===== config.mk =====
export PLATFORM = sky130hd
export DESIGN_NAME = stack_arithmetic_unit_core_flat
export DESIGN_NICKNAME = d
export VERILOG_FILES = /design/src/hdl/sau_pkg.sv /design/src/hdl/sau_if.sv /design/src/hdl/sau_alu.sv /design/src/hdl/stack_arithmetic_unit_core.sv /design/src/flat_wrapper.sv
export SDC_FILE = /design/constraint.sdc
export NUM_CORES = 2
export LEC_CHECK = 0
export BUFFER_PORTS_ARGS = -buffer_cell sky130_fd_sc_hd__buf_2
export CAP_MARGIN = 0
export CORE_UTILIZATION = 45
export DETAILED_ROUTE_END_ITERATION = 12
export GPL_TIMING_DRIVEN = 0
export SLEW_MARGIN = 25
export SYNTH_ARGS = -nofsm -noshare
export SYNTH_HDL_FRONTEND = slang
export SYNTH_SLANG_ARGS = --single-unit

===== constraint.sdc =====
create_clock -name clk -period 5.6 [get_ports clk]
set_input_delay 0.84 -clock clk [delete_from_list [all_inputs] [get_ports clk]]
set_output_delay 0.84 -clock clk [all_outputs]
set_load 0.01 [all_outputs]

===== src/hdl/sau_pkg.sv =====
`default_nettype none

package sau_pkg;

    // operation codes of a command word
    localparam logic [2:0] OP_PUSH = 3'd0;
    localparam logic [2:0] OP_SUB  = 3'd1;
    localparam logic [2:0] OP_MUL  = 3'd2;
    localparam logic [2:0] OP_DIV  = 3'd3;
    localparam logic [2:0] OP_REM  = 3'd4;

    // status codes of a response word
    localparam logic [1:0] STATUS_OK      = 2'd0;
    localparam logic [1:0] STATUS_SHORT   = 2'd1;
    localparam logic [1:0] STATUS_DIVZERO = 2'd2;
    localparam logic [1:0] STATUS_FULL    = 2'd3;

    localparam int unsigned DATA_W  = 32;
    localparam int unsigned COUNT_W = 7;

    // main sequencer
    typedef enum logic [1:0] {
        STATE_IDLE,
        STATE_EXEC,
        STATE_CALC,
        STATE_DONE
    } sau_state_t;

    // shared unit phases
    typedef enum logic [1:0] {
        ALU_IDLE,
        ALU_RUN,
        ALU_FIX,
        ALU_DONE
    } alu_phase_t;

    typedef enum logic [1:0] {
        FN_MUL,
        FN_DIV,
        FN_REM
    } alu_fn_t;

    typedef struct packed {
        logic    start;
        alu_fn_t fn;
    } sau_alu_req_t;

    typedef struct packed {
        logic              done;
        logic [DATA_W-1:0] result;
    } sau_alu_rsp_t;

endpackage

`default_nettype wire


===== src/hdl/sau_if.sv =====
`default_nettype none

// command channel
interface sau_cmd_if;
    logic               valid;
    logic               ready;
    logic [2:0]         operation;
    logic signed [31:0] push_value;

    modport source (output valid, output operation, output push_value, input ready);
    modport sink   (input valid, input operation, input push_value, output ready);
endinterface

// response channel
interface sau_rsp_if;
    logic               valid;
    logic               ready;
    logic [1:0]         status;
    logic signed [31:0] top_value;
    logic [6:0]         entry_count;

    modport source (output valid, output status, output top_value, output entry_count,
                    input ready);
    modport sink   (input valid, input status, input top_value, input entry_count,
                    output ready);
endinterface

`default_nettype wire


===== src/hdl/sau_alu.sv =====
`default_nettype none

module sau_alu
    import sau_pkg::*;
(
    input  wire logic               clk,
    input  wire logic               rst_n,
    input  wire sau_alu_req_t       req,
    input  wire logic [DATA_W-1:0]  opa,
    input  wire logic [DATA_W-1:0]  opb,
    output sau_alu_rsp_t            rsp
);

    localparam int unsigned STEP_W = $clog2(DATA_W);

    alu_phase_t          phase_reg, phase_next;
    logic [STEP_W-1:0]   step_reg, step_next;
    alu_fn_t             fn_reg, fn_next;
    logic                neg_reg, neg_next;
    logic [DATA_W:0]     acc_reg, acc_next;
    logic [DATA_W-1:0]   x_reg, x_next;
    logic [DATA_W-1:0]   y_reg, y_next;
    logic [DATA_W-1:0]   res_reg, res_next;

    logic [DATA_W:0]     add_x;
    logic [DATA_W:0]     add_y;
    logic                add_sub;
    logic [DATA_W:0]     add_res;
    logic [DATA_W:0]     rem_shift;
    logic [DATA_W-1:0]   fix_val;

    // shared adder, subtracts when add_sub is set
    assign add_res = add_x + (add_sub ? ~add_y : add_y) + {{DATA_W{1'b0}}, add_sub};

    assign rem_shift = {acc_reg[DATA_W-1:0], x_reg[DATA_W-1]};
    assign fix_val   = (fn_reg == FN_MUL) ? acc_reg[DATA_W-1:0] :
                       (fn_reg == FN_REM) ? acc_reg[DATA_W-1:0] : x_reg;

    // adder operand selection
    always_comb
    begin
        add_x   = '0;
        add_y   = '0;
        add_sub = 1'b0;
        case (phase_reg)
            ALU_RUN:
            begin
                if (fn_reg == FN_MUL)
                begin
                    add_x = {1'b0, acc_reg[DATA_W-1:0]};
                    add_y = {1'b0, (y_reg[0] ? x_reg : '0)};
                end
                else
                begin
                    add_x   = rem_shift;
                    add_y   = {1'b0, y_reg};
                    add_sub = 1'b1;
                end
            end
            ALU_FIX:
            begin
                add_y   = {1'b0, fix_val};
                add_sub = 1'b1;
            end
            default:
            begin
                add_sub = 1'b0;
            end
        endcase
    end

    // phase sequencing
    always_comb
    begin
        phase_next = phase_reg;
        case (phase_reg)
            ALU_IDLE: if (req.start) phase_next = ALU_RUN;
            ALU_RUN:  if (step_reg == STEP_W'(DATA_W - 1)) phase_next = ALU_FIX;
            ALU_FIX:  phase_next = ALU_DONE;
            ALU_DONE: phase_next = ALU_IDLE;
            default:  phase_next = ALU_IDLE;
        endcase
    end

    // datapath updates
    always_comb
    begin
        step_next = step_reg;
        fn_next   = fn_reg;
        neg_next  = neg_reg;
        acc_next  = acc_reg;
        x_next    = x_reg;
        y_next    = y_reg;
        res_next  = res_reg;
        case (phase_reg)
            ALU_IDLE:
            begin
                if (req.start)
                begin
                    step_next = '0;
                    fn_next   = req.fn;
                    acc_next  = '0;
                    case (req.fn)
                        FN_MUL:
                        begin
                            neg_next = 1'b0;
                            x_next   = opa;
                            y_next   = opb;
                        end
                        FN_DIV:
                        begin
                            neg_next = opa[DATA_W-1] ^ opb[DATA_W-1];
                            x_next   = opa[DATA_W-1] ? (DATA_W'(0) - opa) : opa;
                            y_next   = opb[DATA_W-1] ? (DATA_W'(0) - opb) : opb;
                        end
                        default:
                        begin
                            neg_next = opa[DATA_W-1];
                            x_next   = opa[DATA_W-1] ? (DATA_W'(0) - opa) : opa;
                            y_next   = opb[DATA_W-1] ? (DATA_W'(0) - opb) : opb;
                        end
                    endcase
                end
            end
            ALU_RUN:
            begin
                step_next = step_reg + STEP_W'(1);
                if (fn_reg == FN_MUL)
                begin
                    // shift-add, one multiplier bit per cycle
                    acc_next = {1'b0, add_res[DATA_W-1:0]};
                    x_next   = {x_reg[DATA_W-2:0], 1'b0};
                    y_next   = {1'b0, y_reg[DATA_W-1:1]};
                end
                else
                begin
                    // restoring division, one quotient bit per cycle
                    if (add_res[DATA_W])
                    begin
                        acc_next = rem_shift;
                        x_next   = {x_reg[DATA_W-2:0], 1'b0};
                    end
                    else
                    begin
                        acc_next = add_res;
                        x_next   = {x_reg[DATA_W-2:0], 1'b1};
                    end
                end
            end
            ALU_FIX:
            begin
                // sign correction through the same adder
                res_next = neg_reg ? add_res[DATA_W-1:0] : fix_val;
            end
            default:
            begin
                res_next = res_reg;
            end
        endcase
    end

    always_ff @(posedge clk or negedge rst_n)
    begin
        if (!rst_n)
        begin
            phase_reg <= ALU_IDLE;
        end
        else
        begin
            phase_reg <= phase_next;
        end
    end

    always_ff @(posedge clk)
    begin
        step_reg <= step_next;
        fn_reg   <= fn_next;
        neg_reg  <= neg_next;
        acc_reg  <= acc_next;
        x_reg    <= x_next;
        y_reg    <= y_next;
        res_reg  <= res_next;
    end

    assign rsp.done   = (phase_reg == ALU_DONE);
    assign rsp.result = res_reg;

endmodule

`default_nettype wire


===== src/hdl/stack_arithmetic_unit_core.sv =====
`default_nettype none

// stack arithmetic unit: bounded stack of 32-bit signed integers
// cmd channel takes one word: an operation code and a value to push
// (push, subtract, multiply, divide, remainder); rsp channel gives one word
// per command: status, new top of stack (0 when empty) and entry count
// push, subtract, errors, unused codes: idle (accept), execute, done; done
// loads the response register once free, then the next command is taken
// multiply, divide, remainder: calc between execute and done, with the shared
// shift-add / restoring-divide unit at one bit per cycle
// the top entry sits in a register, the rest in a single-port memory whose
// second entry is read when the command is accepted
// reset empties the stack at once; no clearing pass is needed
// the response sits in an output register; a command is accepted while it
// waits, but the next response is held back until the receiver takes it
// errors (too few entries, zero divisor, full stack) leave the stack as is

module stack_arithmetic_unit_core
    import sau_pkg::*;
#(
    parameter int STACK_DEPTH = 64
)
(
    input  wire logic  clk,
    input  wire logic  rst_n,
    sau_cmd_if.sink    cmd,
    sau_rsp_if.source  rsp
);

    localparam int unsigned CW = $clog2(STACK_DEPTH + 1);
    localparam int unsigned AW = $clog2(STACK_DEPTH);

    sau_state_t          state_reg, state_next;
    logic [2:0]          op_reg, op_next;
    logic [DATA_W-1:0]   pv_reg, pv_next;
    logic [DATA_W-1:0]   rd_reg;
    logic [DATA_W-1:0]   top_reg, top_next;
    logic [CW-1:0]       count_reg, count_next;
    logic [DATA_W-1:0]   result_reg, result_next;
    logic [1:0]          status_reg, status_next;

    logic                rsp_valid_reg, rsp_valid_next;
    logic [1:0]          rsp_status_reg, rsp_status_next;
    logic [DATA_W-1:0]   rsp_top_reg, rsp_top_next;
    logic [COUNT_W-1:0]  rsp_count_reg, rsp_count_next;

    logic [DATA_W-1:0]   stack_mem [STACK_DEPTH];
    logic                mem_we;
    logic                mem_re;
    logic [AW-1:0]       wr_addr;
    logic [AW-1:0]       rd_addr;

    sau_alu_req_t        alu_req;
    sau_alu_rsp_t        alu_rsp;

    logic                accept;
    logic                out_free;
    logic                is_arith;
    logic                is_long;
    logic                too_short;
    logic                div_zero;
    logic                commit;

    assign accept    = cmd.valid && cmd.ready;
    assign out_free  = !rsp_valid_reg || rsp.ready;
    assign is_arith  = (op_reg == OP_SUB) || (op_reg == OP_MUL) ||
                       (op_reg == OP_DIV) || (op_reg == OP_REM);
    assign is_long   = (op_reg == OP_MUL) || (op_reg == OP_DIV) || (op_reg == OP_REM);
    assign too_short = (count_reg < CW'(2));
    assign div_zero  = ((op_reg == OP_DIV) || (op_reg == OP_REM)) && (top_reg == '0);
    assign commit    = (state_reg == STATE_DONE) && out_free;

    assign wr_addr = AW'(count_reg - CW'(1));
    assign rd_addr = AW'(count_reg - CW'(2));
    assign mem_re  = accept;
    assign mem_we  = commit && (op_reg == OP_PUSH) && (status_reg == STATUS_OK) &&
                     (count_reg != '0);

    // shared multiply / divide unit
    sau_alu u_alu (
        .clk   (clk),
        .rst_n (rst_n),
        .req   (alu_req),
        .opa   (rd_reg),
        .opb   (top_reg),
        .rsp   (alu_rsp)
    );

    // next state
    always_comb
    begin
        state_next = state_reg;
        case (state_reg)
            STATE_IDLE: if (cmd.valid) state_next = STATE_EXEC;
            STATE_EXEC:
            begin
                if (is_long && !too_short && !div_zero)
                    state_next = STATE_CALC;
                else
                    state_next = STATE_DONE;
            end
            STATE_CALC: if (alu_rsp.done) state_next = STATE_DONE;
            STATE_DONE: if (out_free) state_next = STATE_IDLE;
            default:    state_next = STATE_IDLE;
        endcase
    end

    // outputs and datapath
    always_comb
    begin
        op_next         = op_reg;
        pv_next         = pv_reg;
        top_next        = top_reg;
        count_next      = count_reg;
        result_next     = result_reg;
        status_next     = status_reg;
        rsp_valid_next  = rsp_valid_reg && !rsp.ready;
        rsp_status_next = rsp_status_reg;
        rsp_top_next    = rsp_top_reg;
        rsp_count_next  = rsp_count_reg;
        alu_req.start   = 1'b0;
        alu_req.fn      = FN_MUL;
        cmd.ready       = (state_reg == STATE_IDLE);

        case (op_reg)
            OP_DIV:  alu_req.fn = FN_DIV;
            OP_REM:  alu_req.fn = FN_REM;
            default: alu_req.fn = FN_MUL;
        endcase

        case (state_reg)
            STATE_IDLE:
            begin
                if (accept)
                begin
                    op_next = cmd.operation;
                    pv_next = cmd.push_value;
                end
            end
            STATE_EXEC:
            begin
                // checks in order: short stack before zero divisor
                status_next = STATUS_OK;
                result_next = rd_reg - top_reg;
                if (op_reg == OP_PUSH)
                begin
                    if (count_reg == CW'(STACK_DEPTH))
                        status_next = STATUS_FULL;
                end
                else if (is_arith)
                begin
                    if (too_short)
                        status_next = STATUS_SHORT;
                    else if (div_zero)
                        status_next = STATUS_DIVZERO;
                    else if (is_long)
                        alu_req.start = 1'b1;
                end
            end
            STATE_CALC:
            begin
                if (alu_rsp.done)
                    result_next = alu_rsp.result;
            end
            STATE_DONE:
            begin
                // apply to the stack and load the response register
                if (out_free)
                begin
                    if (status_reg == STATUS_OK)
                    begin
                        if (op_reg == OP_PUSH)
                        begin
                            top_next   = pv_reg;
                            count_next = count_reg + CW'(1);
                        end
                        else if (is_arith)
                        begin
                            top_next   = result_reg;
                            count_next = count_reg - CW'(1);
                        end
                    end
                    rsp_valid_next  = 1'b1;
                    rsp_status_next = status_reg;
                    rsp_top_next    = (count_next == '0) ? '0 : top_next;
                    rsp_count_next  = COUNT_W'(count_next);
                end
            end
            default:
            begin
                status_next = status_reg;
            end
        endcase
    end

    always_ff @(posedge clk or negedge rst_n)
    begin
        if (!rst_n)
        begin
            state_reg     <= STATE_IDLE;
            count_reg     <= '0;
            rsp_valid_reg <= 1'b0;
        end
        else
        begin
            state_reg     <= state_next;
            count_reg     <= count_next;
            rsp_valid_reg <= rsp_valid_next;
        end
    end

    always_ff @(posedge clk)
    begin
        op_reg         <= op_next;
        pv_reg         <= pv_next;
        top_reg        <= top_next;
        result_reg     <= result_next;
        status_reg     <= status_next;
        rsp_status_reg <= rsp_status_next;
        rsp_top_reg    <= rsp_top_next;
        rsp_count_reg  <= rsp_count_next;
    end

    // entries below the top, single port
    always_ff @(posedge clk)
    begin
        if (mem_we)
            stack_mem[wr_addr] <= top_reg;
        if (mem_re)
            rd_reg <= stack_mem[rd_addr];
    end

    assign rsp.valid       = rsp_valid_reg;
    assign rsp.status      = rsp_status_reg;
    assign rsp.top_value   = rsp_top_reg;
    assign rsp.entry_count = rsp_count_reg;

endmodule

`default_nettype wire

===== src/flat_wrapper.sv =====
// flat-port wrapper written by rule: the top's interface ports become plain ports
module stack_arithmetic_unit_core_flat import sau_pkg::*;
#(
    parameter int STACK_DEPTH = 64
)
  (clk, rst_n, cmd_valid, cmd_operation, cmd_push_value, cmd_ready, rsp_valid, rsp_status, rsp_top_value, rsp_entry_count, rsp_ready);
  sau_cmd_if cmd_i ();
  sau_rsp_if rsp_i ();
  input  wire logic clk;
  input  wire logic rst_n;
  input wire logic [$bits(cmd_i.valid)-1:0] cmd_valid;
  input wire logic [$bits(cmd_i.operation)-1:0] cmd_operation;
  input wire logic [$bits(cmd_i.push_value)-1:0] cmd_push_value;
  output wire logic [$bits(cmd_i.ready)-1:0] cmd_ready;
  output wire logic [$bits(rsp_i.valid)-1:0] rsp_valid;
  output wire logic [$bits(rsp_i.status)-1:0] rsp_status;
  output wire logic [$bits(rsp_i.top_value)-1:0] rsp_top_value;
  output wire logic [$bits(rsp_i.entry_count)-1:0] rsp_entry_count;
  input wire logic [$bits(rsp_i.ready)-1:0] rsp_ready;
  assign cmd_i.valid = cmd_valid;
  assign cmd_i.operation = cmd_operation;
  assign cmd_i.push_value = cmd_push_value;
  assign cmd_ready = cmd_i.ready;
  assign rsp_valid = rsp_i.valid;
  assign rsp_status = rsp_i.status;
  assign rsp_top_value = rsp_i.top_value;
  assign rsp_entry_count = rsp_i.entry_count;
  assign rsp_i.ready = rsp_ready;
  stack_arithmetic_unit_core #(.STACK_DEPTH(STACK_DEPTH)) u_core (.clk(clk), .rst_n(rst_n), .cmd(cmd_i), .rsp(rsp_i));
endmodule

; Yosys cells after proc, flatten, opt, wreduce, memory -nomap -nowiden
; Memories as Yosys holds them, arrays and structs flattened. A register that Yosys moved wholly into a read port is not among the register bits.
; Index checks and enable logic that the tools add are counted.
[op_classes]
add_sub_neg = 9
magnitude_cmp = 1
n_eq_ne = 20
n_mux = 63
bitwise_logic = 2
reduce_logical = 39
[op_table]
columns = operator, count
row1 = $mux W32, 19
row2 = $pmux W32 S2, 5
row3 = $mux W33, 3
row4 = $sub A1 B32 Y32 const A, 2
row5 = $mux W7, 5
row6 = $add A33 B1 Y33, 1
row7 = $add A33 B33 Y33, 1
row8 = $not A32 Y33, 1
row9 = $logic_not A32 Y1, 1
row10 = $sub A32 B32 Y32, 1
row11 = $mux W2, 10
row12 = $pmux W2 S4, 2
row13 = $mux W1, 14
row14 = $reduce_and A2 Y1, 6
row15 = $eq A2 B2 Y1 const B, 5
row16 = $logic_not A2 Y1, 5
row17 = $pmux W5 S2, 1
row18 = $logic_and A1 B1 Y1, 9
row19 = $add A7 B1 Y7 const B, 1
row20 = $eq A7 B7 Y1 const B, 1
row21 = $logic_not A7 Y1, 1
row22 = $logic_or A1 B1 Y1, 7
row23 = $lt A7 B2 Y1 const B, 1
row24 = $reduce_bool A7 Y1, 1
row25 = 18 further kinds, 31
[word_totals]
regBits = 290
ram_bits = 2048
inputBits = 39
out_inout_bits = 43
word_cells = 154
n_memories = 1
[memory_table]
columns = name, words, word_bits, rd, rd_clocked_by_memory_dff, write_ports, line
row1 = u_core.stack_mem, 64, 32, 1, 1, 1, stack_arithmetic_unit_core.sv:47  ; logic [DATA_W-1:0] stack_mem [STACK_DEPTH];

; Longest topological paths before layout
[depth]
ltp_word = 11
mapped_depth = 23
ltp_nobuf = 18

; Cells and area by module
; From an unflattened synthesis, not the netlist that was laid out.
[hier_totals]
cells_unflattened = 5151
area_unflattened_um2 = 98276.8
[by_module_without_submodules]
columns = mod, n_inst, cells_per_inst, area_each_um2, seq_area_each_um2
row1 = stack_arithmetic_unit_core, 1, 3934, 87498.9, 66974.2
row2 = sau_alu, 1, 1217, 10777.8, 4134.0

; Worst setup path after synthesis
; No wires, ideal clock.
[synth_timing]
path_kind = flip-flop to flip-flop
startpoint = register u_core.top_reg[1]
endpoint = register u_core.u_alu.y_reg[0] (enable)
setup_ns = 0.392
arrival_ns = 5.129
required_ns = 5.208
slack_ns = 0.079
stages_incl_launch_ff = 11
n_path_buf = 0
cell_sequence = edfxtp_1 > inv_1 > ha_1 > nand3_1 > and2b_2 > nor4b_4 > nand2_2 > nand2_1 > nor3_1 > a21o_1 > and2_1
[synth_via]
elab_chain_cells = 9
[synth_rtl]
columns = element, line
row1 = "start, declared", stack_arithmetic_unit_core.sv:37  ; logic [DATA_W-1:0] top_reg, top_next;
row2 = "start signal, assigned", stack_arithmetic_unit_core.sv:216  ; top_reg <= top_next;
row3 = $logic_not A32 Y1, stack_arithmetic_unit_core.sv:70  ; assign div_zero = ((op_reg == OP_DIV) || (op_reg == OP_REM)) && (top_reg == '0);
row4 = $logic_and A1 B1 Y1, stack_arithmetic_unit_core.sv:70
row5 = $mux W1, stack_arithmetic_unit_core.sv:154  ; else if (div_zero)
row6 = $mux W1, stack_arithmetic_unit_core.sv:152  ; if (too_short)
row7 = $mux W1, stack_arithmetic_unit_core.sv:150  ; else if (is_arith)
row8 = $mux W1, stack_arithmetic_unit_core.sv:145  ; if (op_reg == OP_PUSH)
row9 = $mux W1, stack_arithmetic_unit_core.sv:131  ; case (state_reg)
row10 = $ne A2 B1 Y1 (no source line), -
row11 = $reduce_and A3 Y1 (no source line), -
row12 = "end signal, assigned", sau_alu.sv:181  ; y_reg <= y_next;
row13 = "end, declared", sau_alu.sv:22  ; logic [DATA_W-1:0] y_reg, y_next;
; No other way between the ends.
; A chain may end at the register's enable or synchronous reset.

; Worst setup path after layout
[layout_timing]
startpoint = register u_core.count_reg[0]
endpoint = memory u_core.stack_mem[11][29] (enable)
[layout_via]
elab_chain_cells = 4
elab_cells_between_ends = 5
classes_between = add/sub (1) / mux (2) / reduce/logical (2)
[layout_rtl]
columns = element, line
row1 = "start, declared", stack_arithmetic_unit_core.sv:38  ; logic [CW-1:0] count_reg, count_next;
row2 = "start signal, assigned", stack_arithmetic_unit_core.sv:207  ; count_reg <= count_next;
row3 = "parallel branches: the longest is 4 deep, another holds $sub A7 B1 Y7", -
row4 = "end, declared", stack_arithmetic_unit_core.sv:47
; Several ways; the timed one is not identified.

==> impl_metrics.csv <==
group,metric,value,unit
sta,layout_setup_ws,0.06748,ns
final_layout,syn2layout_area_growth,18.64,%
die,num_rows,171,
grt,grt_usage,0.2590,
worst_setup_path,crit_chain,"clkbuf_1 > clkbuf_4 > buf_4 > buf_4 > inv_1 > ha_1 > nor3b_4 > nand2_1 > nor2_1 > nor4_2 > and2_1 > nand2_1 > nor2_4 > buf_12 > buf_16",
power_and_ir_drop,p_leak,30.74,nW
yosys,synth_top_area_frac,0.7195,
clocking,cts_tree,"built",
worst_setup_path,required,6.17,ns
worst_setup_path,cp-end-kind,"flip-flop",
detailed_routing,totalWireLength,287300,um
sta,finClkSkew,0.09195,ns
power_and_ir_drop,total_power,35.22,mW
place,gp_congestion,0.9151,
worst_setup_path,path_delay_family,"simple AND/OR/NAND/NOR gates",
worst_setup_path,critPathLaunchType,"flip-flop",
place,hpwlAfterDp,205700,um
yosys,ys_seq_elements,2370,
yosys,synth_ff_type,"edfxtp_1",
yosys,synth_area,0.09841,mm2
final_layout,largest_register_ffs,2048,
final_layout,largest_register,"u_core.stack_mem",
yosys,ys.warnings.count,0,
die,die_h,469.6,um
sta,fin_crit,5.533,ns
worst_setup_path,r2r_setup_slack,0.07,ns
worst_setup_path,critPathBufInv,7,
final_layout,fin_util,0.5376,
sta,hold_ws,0.1218,ns
die,die_area,0.2206,mm2
final_layout,nets,5941,
clocking,cts.reportedPaths.clkPinSlew,0.06,ns
place,place.port_buffers,81,
sta,slew-limit-headroom,0.2577,
worst_hold_path,holdCritPathClass,"primary input to flip-flop",
sta,hold_viol_final,0,
clocking,cts_root_buffer,"clkbuf_16",
final_layout,fill_cells,16610,
detailed_routing,vias,54540,
worst_hold_path,hp-start,"cmd_push_value[22]",
worst_setup_path,critical_path_class,"flip-flop to flip-flop",
worst_setup_path,crit_start,"u_core.count_reg[0]$_DFFE_PN0P_",
detailed_routing,drc,0,
detailed_routing,drtIter0Drc,7321,
place,dp.cells,8351,
sta,rsz0062_at_grt,"yes",
detailed_routing,drtAntennaViolNets,0,
yosys,syn_nets,5295,
die,pin_count,82,
yosys,ys_seq_area_frac,0.7226,
detailed_routing,viasPerCell,6.146,
sta,final-setup-viol-count,0,
yosys,synthArstFlopShare,0.005063,
sta,slew_violations,0,
clocking,worstSkewPairLatency,0.91,ns
place,place_ws,-1.132,ns
grt,grt_pass1_vias,53150,
sta,fmax,180.7,MHz
place,place_area,0.1078,mm2
yosys,synth_edf_count,2358,
worst_setup_path,r2r-start,"u_core.count_reg[0]$_DFFE_PN0P_",
die,coreArea,0.2172,mm2
sta,fin_tns_setup,0,ns
sta,worst_pin_slew,1.114,ns
final_layout,final_cells,8875,
grt,grt_pass1_wl,403700,um
flow_run,maxCapViolations,0,
power_and_ir_drop,ir_drop,361.4,uV
sta,fin_crit_sh,0.9880,
detailed_routing,dr.pass1.iters,5,
yosys,avgSynthCellArea,19.02,um2
clocking,clk_path_buf_depth,3,
final_layout,final_cell_area,0.1168,mm2
clocking,cts.sinks,2370,
yosys,ys_types,88,
worst_setup_path,worst-path-max-fanout,14,
die,start_util,0.4532,
final_layout,drive_above_1_share,0.2779,
grt,overflow,0,
die,die_w,469.6,um
worst_setup_path,cpPeakStageDelay,0.63,ns
run_status,status,"finished, final reports clean",
clocking,cts_made_buffers,232,
grt,grt_max_degree,50,
power_and_ir_drop,p_per_area,301.7,mW/mm2
clocking,htree_levels,4,
yosys,ys_top_cells_by_area,"edfxtp_1, mux4_2, nand2_1",
worst_setup_path,cpMaxStageDelayCell,"nand2_1",
yosys,yosys.area.top_type,"edfxtp_1",
yosys,syn_inst,5175,
worst_setup_path,worstPathArrival,6.11,ns
grt,antenna_found_initial,18,
detailed_routing,avgRoutedWirePerCell,32.37,um
==> cell usage after synthesis (4+ instances only) <==
cell / n
buf_1: 27
ha_1: 79
o21ai_0: 166
a31oi_1: 48
xnor2_1: 85
buf_6: 5
xor2_1: 42
clkbuf_1: 167
o21bai_1: 7
mux2i_1: 33
a21oi_1: 178
o22ai_1: 14
nand3_1: 43
a21boi_0: 33
a41oi_1: 5
a221oi_1: 4
nor4_1: 9
o211ai_1: 10
nand2b_1: 13
nor2b_1: 52
and3_1: 12
or2_1: 4
o211a_1: 6
nand4_1: 22
nor3_1: 19
edfxtp_1: 2358
o21a_1: 17
nor2_1: 169
and2_1: 67
mux4_2: 661
a21boi_1: 4
a22oi_1: 50
a21o_1: 35
buf_2: 75
inv_1: 70
buf_4: 11
a211oi_1: 15
or4_1: 6
o21ai_1: 30
o31ai_1: 13
mux2_2: 35
dfrtp_1: 12
nand2_1: 395
==> layout by cell type (no fill, tap or decap), types with 30 or more instances in the layout <==
cell,count
a21boi_0,33
a21o_1,34
a21oi_1,177
a22oi_1,50
a31oi_1,48
and2_1,65
buf_12,72
buf_16,85
buf_2,157
buf_4,74
buf_8,104
bufinv_16,31
clkbuf_1,186
clkbuf_16,232
clkinv_1,50
clkinv_2,37
edfxtp_1,2358
ha_1,78
inv_1,70
mux2_2,35
mux2i_1,33
mux4_2,661
nand2_1,393
nand3_1,39
nor2_1,103
nor2_4,64
nor2b_1,52
o21ai_0,165
o21ai_1,30
xnor2_1,84
xor2_1,41
==> per-layer routing <==
layer  wire length [um]  GRT usage
met5                103          0
met4               8915    0.07606
met3              26130    0.05337
met2             133500     0.4004
met1             118600     0.3723
==> path summary, 6_finish.rpt <==
kind | end | cells after the start
min in group asynchronous | u_core.u_alu.phase_reg[0]$_DFFE_PN0P_ | 2
min | u_core.pv_reg[22]$_DFFE_PP_ | 1
max | u_core.stack_mem[11][29]$_DFFE_PP_ | 15
max reg2reg | u_core.stack_mem[11][29]$_DFFE_PP_ | 15
max in group asynchronous | u_core.state_reg[0]$_DFFE_PN0P_ | 2
min reg2reg | u_core.rsp.status[0]$_DFFE_PP_ | 0
==> cell families after synthesis <==
| logic type | Yosys count | share of synthesized area |
|---|---|---|
| adder cells (fa/ha/maj) | 81 | 0.01045 |
| multiplexers | 731 | 0.1589 |
| flip-flops | 2370 | 0.7226 |
| AND/OR/NAND/NOR | 836 | 0.03901 |
| buffers and inverters | 356 | 0.01533 |
| AO/OA/AOI/OAI | 673 | 0.04221 |
| XOR/XNOR | 128 | 0.01147 |
==> cell type report <==
cell class,count,area [um2],share of cell area
tap,2854,3571,0.03059
sequential,2370,71110,0.6090
clock buffer,276,5971,0.05114
timing repair buffer,414,6329,0.05420
multi-input combinational,2449,26370,0.2259
inverter,71,269.0,0.002304
buffer,283,1282,0.01098
clock inverter,153,1838,0.01574
antenna,5,12.51,0.0001072
==> what timing repair did <==
item	CTS	global route
pin swaps	28	10
resized for setup	12	21
endpoints found under the setup margin	2092	649
hold endpoints to repair	12	0
hold buffers	1	0
buffers inserted	62	29
==> report_power, final <==
part	leakage, nW	internal, mW	switching, mW
Combinational	12.4	0.00980	0.00796
Sequential	14.6	19.2	0.0000000000000000171
Clock	3.76	9.08	6.92
No activity file was read; power rests on OpenSTA's default activity.
